==> src/hw/rtl/assert_macros.svh <==
// ----------------------------------------------------------------------------
// Assertion macros
// Shared concurrent assertion helpers for the tracker RTL.
// ----------------------------------------------------------------------------
`ifndef ASSERT_MACROS_SVH
`define ASSERT_MACROS_SVH

// Plain property, checked at every rising clock edge outside reset.
`define MTAT_ASSERT(lbl, clk, rst_n, prop, msg) \
  lbl: assert property (@(posedge clk) disable iff (!rst_n) (prop)) else $error(msg);

// Implication: the consequent must hold whenever the antecedent holds.
`define MTAT_ASSERT_IMPL(lbl, clk, rst_n, ante, cons, msg) \
  `MTAT_ASSERT(lbl, clk, rst_n, (ante) |-> (cons), msg)

`endif

==> src/hw/rtl/mtat_pkg.sv <==
// ----------------------------------------------------------------------------
// Tracker package
// Payload types, configuration layout and constants of the power tracker.
// ----------------------------------------------------------------------------
package mtat_pkg;

  // Default window sizes and converter width.
  localparam int unsigned SLOW_WINDOW_DEF   = 4096;
  localparam int unsigned MEDIUM_WINDOW_DEF = 512;
  localparam int unsigned FAST_WINDOW_DEF   = 128;
  localparam int unsigned SAMPLE_BITS_DEF   = 12;

  // Fixed field widths.
  localparam int unsigned CODE_W   = 12;
  localparam int unsigned DUTY_W   = 16;
  localparam int unsigned FRAC_W   = 16;
  localparam int unsigned LIMIT_W  = 10;
  localparam int unsigned TIMER_W  = 11;
  localparam int unsigned CFG_IDX_W  = 3;
  localparam int unsigned CFG_DATA_W = 16;

  localparam logic [TIMER_W-1:0] TIMER_MAX = 11'd2047;

  // Arm flag positions.
  localparam int unsigned ARM_FM = 0;
  localparam int unsigned ARM_FS = 1;
  localparam int unsigned ARM_FB = 2;

  // Configuration register indexes.
  localparam logic [CFG_IDX_W-1:0] REG_ENABLE_FAST_MEDIUM   = 3'd0;
  localparam logic [CFG_IDX_W-1:0] REG_ENABLE_FAST_SLOW     = 3'd1;
  localparam logic [CFG_IDX_W-1:0] REG_ENABLE_FAST_BOUND    = 3'd2;
  localparam logic [CFG_IDX_W-1:0] REG_ENABLE_BOUND_TIMEOUT = 3'd3;
  localparam logic [CFG_IDX_W-1:0] REG_BOUND_FRACTION       = 3'd4;
  localparam logic [CFG_IDX_W-1:0] REG_TIMEOUT_LIMIT        = 3'd5;
  localparam logic [CFG_IDX_W-1:0] REG_STEP_GAIN            = 3'd6;
  localparam logic [CFG_IDX_W-1:0] REG_DUTY_CEILING         = 3'd7;

  // Configuration reset values.
  localparam logic [FRAC_W-1:0]  BOUND_FRACTION_RST = 16'd62259;
  localparam logic [LIMIT_W-1:0] TIMEOUT_LIMIT_RST  = 10'd100;
  localparam logic [FRAC_W-1:0]  STEP_GAIN_RST      = 16'd33;
  localparam logic [DUTY_W-1:0]  DUTY_CEILING_RST   = 16'd19874;

  typedef struct packed {
    logic [CODE_W-1:0] voltage_sample;
    logic [CODE_W-1:0] current_sample;
    logic [DUTY_W-1:0] prev_duty;
  } mtat_in_t;

  typedef struct packed {
    logic [DUTY_W-1:0] new_duty;
    logic              step_up;
  } mtat_out_t;

  typedef struct packed {
    logic               enable_fast_medium;
    logic               enable_fast_slow;
    logic               enable_fast_bound;
    logic               enable_bound_timeout;
    logic [FRAC_W-1:0]  bound_fraction;
    logic [LIMIT_W-1:0] timeout_limit;
    logic [FRAC_W-1:0]  step_gain;
    logic [DUTY_W-1:0]  duty_ceiling;
  } mtat_cfg_t;

  // Direction, arm flags and bound timer carried from sample to sample.
  typedef struct packed {
    logic               direction;
    logic [2:0]         armed;
    logic [TIMER_W-1:0] timer;
  } mtat_trk_t;

endpackage

==> src/hw/rtl/mtat_decide.sv <==
// ----------------------------------------------------------------------------
// Direction and duty decision
// Applies the crossing rules to the averages and computes the next duty.
// ----------------------------------------------------------------------------
module mtat_decide #(
  parameter int unsigned PW = 24
) (
  input  mtat_pkg::mtat_cfg_t               cfg_i,
  input  mtat_pkg::mtat_trk_t               trk_i,
  input  logic [PW-1:0]                     slow_avg_i,
  input  logic [PW-1:0]                     med_avg_i,
  input  logic [PW-1:0]                     fast_avg_i,
  input  logic [PW-1:0]                     bound_i,
  input  logic [mtat_pkg::DUTY_W-1:0]       prev_duty_i,
  input  logic [mtat_pkg::DUTY_W-1:0]       mag_i,
  input  logic                              diff_pos_i,
  output mtat_pkg::mtat_trk_t               trk_o,
  output mtat_pkg::mtat_out_t               out_o
);

  mtat_pkg::mtat_trk_t             trk;
  logic [mtat_pkg::DUTY_W:0]       duty_sum;
  logic [mtat_pkg::DUTY_W:0]       duty_dif;
  logic                            up;

  // Crossing rules in fixed order, then the timer, then rearming.
  always_comb begin
    trk = trk_i;
    if (cfg_i.enable_fast_medium && (med_avg_i > fast_avg_i) &&
        !trk.armed[mtat_pkg::ARM_FM]) begin
      trk.armed[mtat_pkg::ARM_FM] = 1'b1;
      trk.direction = ~trk.direction;
    end
    if (cfg_i.enable_fast_slow && (slow_avg_i > fast_avg_i) &&
        !trk.armed[mtat_pkg::ARM_FS]) begin
      trk.armed[mtat_pkg::ARM_FS] = 1'b1;
      trk.direction = ~trk.direction;
    end
    if (cfg_i.enable_fast_bound && (bound_i > fast_avg_i) &&
        !trk.armed[mtat_pkg::ARM_FB] &&
        (trk.timer > {1'b0, cfg_i.timeout_limit})) begin
      trk.armed[mtat_pkg::ARM_FB] = 1'b1;
      trk.timer = '0;
      trk.direction = ~trk.direction;
    end
    if (cfg_i.enable_bound_timeout && (bound_i < fast_avg_i) &&
        (trk.timer < mtat_pkg::TIMER_MAX)) begin
      trk.timer = trk.timer + 1'b1;
    end
    if (bound_i < fast_avg_i) begin
      trk.armed[mtat_pkg::ARM_FS] = 1'b0;
      trk.armed[mtat_pkg::ARM_FB] = 1'b0;
    end
    if (med_avg_i < fast_avg_i) begin
      trk.armed[mtat_pkg::ARM_FM] = 1'b0;
    end
  end

  // Duty step with saturation at both ends of the 16-bit range.
  always_comb begin
    duty_sum = {1'b0, prev_duty_i} + {1'b0, mag_i};
    duty_dif = {1'b0, prev_duty_i} - {1'b0, mag_i};
    up = (trk.direction == diff_pos_i);
    if (up) begin
      out_o.new_duty = duty_sum[mtat_pkg::DUTY_W] ? '1 : duty_sum[mtat_pkg::DUTY_W-1:0];
    end else begin
      out_o.new_duty = duty_dif[mtat_pkg::DUTY_W] ? '0 : duty_dif[mtat_pkg::DUTY_W-1:0];
    end
    out_o.step_up = trk.direction;
  end

  assign trk_o = trk;

endmodule
==> config.mk <==
export PLATFORM = sky130hd
export DESIGN_NAME = mtat_decide
export DESIGN_NICKNAME = d
export VERILOG_FILES = /design/src/hw/rtl/assert_macros.svh /design/src/hw/rtl/mtat_pkg.sv /design/src/hw/rtl/mtat_decide.sv
export SDC_FILE = /design/constraint.sdc
export NUM_CORES = 1
export LEC_CHECK = 0
export BUFFER_PORTS_ARGS = -buffer_cell sky130_fd_sc_hd__buf_2
export CAP_MARGIN = 10
export CORE_ASPECT_RATIO = 1.4
export CORE_UTILIZATION = 35
export DETAILED_ROUTE_END_ITERATION = 10
export PLACE_DENSITY = 0.65
export SETUP_SLACK_MARGIN = 0.1
export SKIP_LAST_GASP = 1
export SLEW_MARGIN = 5
export SYNTH_ARGS = -nofsm -noshare
export SYNTH_HDL_FRONTEND = slang
export SYNTH_SLANG_ARGS = --single-unit
==> constraint.sdc <==
create_clock -name vclk -period 6.2
set_clock_uncertainty 0.15 [all_clocks]
set_input_delay 1.24 -clock vclk [all_inputs]
set_output_delay 1.24 -clock vclk [all_outputs]
set_load 0.005 [all_outputs]
==> impl_summary.md <==
Run status
The flow ran to the end, and the final reports show no timing, DRC or antenna violations.

Job
Across the run, the number of max-cap violations was 0.

Routing
The detailed router put a total of 4980 µm of wire on met1. The routed wire length per instance is ~15 µm. After detailed routing, the met2 layer carries between 7000 and 8000 µm of wire. The count of TritonRoute iterations in the first routing pass is 6. The via total after detailed routing is about 5000. For this run, design rule violations remaining after detail routing come to 0. For this block, the initial DRC count from the detailed router was 110. The highest metal layer carrying signal wires in the routed design is met4. The routed wire length on met3 is 905 µm. The final layout contains routed wiring with a total length of 13820 µm. The post-detailed-route via-to-cell ratio is 5.382. Once detail routing completed, the nets flagged for antenna violations numbered 0.

Timing
For the final routed database, the setup TNS stands at 0 ns. The final worst setup slack is between 0.3 and 0.4 ns. Across all hold checks on the routed design, the worst slack comes to 2.650 ns.

The number of max-slew violations in the final report was 0. The hold violation count in the final report is 0. At the pin with the least slew margin, the transition time is around 0.61 ns. Setup violations remaining at the end of the flow were counted as 0. For this run, the top clock speed supported by timing is approximately 170 MHz. The minimum clock period is 5.811 ns.

Of the available clock period, the critical path in the final layout requires 0.9373. The worst pin sits at a relative slew slack of 0.5867. Setup repair after global routing left no endpoint under its margin.

Floorplan
The core area is ~12000 µm². The floorplan step defined a die boundary enclosing about 13000 µm². The boundary pin count is about 240.

The die outline width is 96.73 µm. For this configuration, the core starts out at a cell density of 0.3571. The vertical die dimension is 134.6 µm.

The row count is between 40 and 50.

Place
Summing all placed instances gives a cell area of roughly 5500 µm². Prior to clock tree synthesis, the placed netlist has a worst setup slack of roughly 0.37 ns. The total of buffers placed on input and output ports is 190. The cell count after placement is 950. After legalization and detailed placement, the total HPWL measured 12400 µm. The routability-driven placement congestion ratio is between 0.8 and 0.9.

Global route
The initial antenna violation count is 3. The number of global-route vias before repair was 5010. The total congestion overflow is 0. The first global-routing pass estimated about 22000 µm of wire. The maximum number of pins on one net before global-route repair is 26. For this run, the total global-route usage over all layers was measured as 0.2057.

Cells and area
The layout has 0 clock buffers. The library cell used most frequently in the layout, excluding fill and tap cells, is buf_2. The count of flip-flops and latches is 0. The sequential cell area in the final layout is 0 µm². The signed area change from the synthesized netlist to the final layout is 24.90%.

In the final design database the tool counted 1125 nets. The filler cells instantiated in the layout total around 1300. The share of post-route cells with drive strength above 1 is 0.2675.

Leaving out fill and tap cells, the most frequent cells in the layout are 190 x buf_2, 115 x ha_1, 82 x inv_1. The post-route non-filler standard cell count is between 900 and 1000. The finished layout cell area is about 5500 µm².

Setup path
The worst endpoint required time is approximately 4.8 ns. The cell with the largest stage delay on the worst path is nor4_2. The most critical setup path has its endpoint at out_o[14]. The critical path contains buffers and inverters numbering 3 combined. The launching element of the worst setup path is fast_avg_i[22]. The critical path launch point type is a primary input. In this design, the stage delay of the slowest critical-path cell is 0.36 ns. The cell family with the largest share of critical-path delay is simple AND/OR/NAND/NOR gates.

The worst setup path is captured at an output pin. The critical path goes through buf_2 > inv_1 > ha_1 > nand4_2 > nor4_2 > nand3_1 > nor4_2 > o2111ai_2 > xnor2_1 > xnor3_2 > and4b_4 > a211oi_1 > buf_2. The critical path arrival is roughly 4.4 ns. The critical path class is in -> out. The maximum fanout along the worst path is 12. In this run the number of cells on the critical path is 13.

Power
For this design the static power due to leakage is a little under 3 nW. VDD sags by at most roughly 32 µV. For this design the ratio of total power to cell area is about 93 nW/µm².

Synthesis
Counting every instance in the synthesized netlist gives 623. The synthesized area per cell is approximately 7 µm². The area of the mapped netlist is about 4400 µm².

During synthesis, Yosys emitted a total of 0 warnings. The net count of the mapped netlist is roughly 950. The distinct cell type count after synthesis is between 60 and 70. The share of the Yosys chip area taken by registers is 0.

Clock network
The post-cts repair resize count is 0. The number of hold-repair buffers added at the cts stage is 0. The buffer count from post-CTS setup fixing is 0.

Worst hold path
The class of the tightest hold or removal check is in -> out.
==> routing by layer <==
metal,global-route usage,vias to the layer above
met1,0.1952,2292
li1,-,2644
met5,0,-
met3,0.03416,23
met4,0.05141,0
met2,0.4421,170
==> synthesized netlist by cell type, drive strengths merged, types with 3 or more instances <==
cell,count,share of area
ha,115,0.33
o31ai,3,0.0051
a221oi,3,0.0060
xnor2,4,0.012
nand3b,3,0.0051
a21boi,3,0.0051
a21o,9,0.015
nor2,56,0.048
or3,5,0.0071
xor2,12,0.024
nand4,22,0.034
a211oi,6,0.010
clkbuf,11,0.0094
a31oi,4,0.0057
o221ai,5,0.013
o21ai,43,0.049
o21a,4,0.0068
nor4,6,0.015
a21oi,51,0.058
buf,8,0.013
nand2b,8,0.011
inv,82,0.070
a311oi,3,0.0074
nor3,16,0.018
and3,4,0.0057
nand3,22,0.025
o211ai,26,0.044
nor2b,18,0.026
nand2,27,0.023
a32oi,10,0.022
and2,3,0.0043
==> kinds of logic (layout without fill, tap and decap cells) <==
logic type	Yosys count	in the layout	synth area share
compound gates	186	186	0.2817
xor+xnor	17	17	0.04155
fa+ha+maj	117	117	0.3364
buf+inv	101	278	0.09192
mux	4	4	0.009675
other cells	0	3	0
simple gates	198	198	0.2388
==> where the power goes <==
group / leakage [nW] / internal [mW] / switching (mW)
registers: 0 / 0 / 0
logic: 2.88 / 0.228 / 0.285
clock network: 0.0000190 / 0.0000000648 / 0
total: 2.88 / 0.228 / 0.285
==> through the flow <==
step	util	power [mW]
after floorplan	-	0.3352
after global placement	0.4454	0.5084
after detailed placement	0.4454	0.5126
after CTS	0.4454	0.5152
after global routing	0.4460	0.5789
final	0.4460	0.5134
==> how the worst min path moves through the flow <==
| stage | startpoint | endpoint | slack [ns] | cells past startpoint |
|---|---|---|---|---|
| final | trk_i[12] | trk_o[12] | 2.65 | 4 |
| after detailed placement | trk_i[12] | trk_o[12] | 2.66 | 4 |
| after global placement | trk_i[12] | trk_o[12] | 2.65 | 4 |
| after CTS | trk_i[12] | trk_o[12] | 2.66 | 4 |
| after floorplan | trk_i[12] | trk_o[12] | 2.42 | 2 |
| after global routing | trk_i[12] | trk_o[12] | 2.68 | 4 |
==> area by class of cell <==
type	instances	area (µm²)	share of cell area
Multi-Input combinational cell	522	3993	0.7270
Antenna cell	3	7.507	0.001367
Inverter	82	307.8	0.05605
Tap cell	150	187.7	0.03418
Timing Repair Buffer	196	996.0	0.1814
==> tightest hold or removal path: cells and delay by family <==
family | cells | cell delay, ns
AO/OA/AOI/OAI | 1 | 0.05
buffers and inverters | 3 | 0.27
Note: power is estimated with default switching activity, not from simulation.
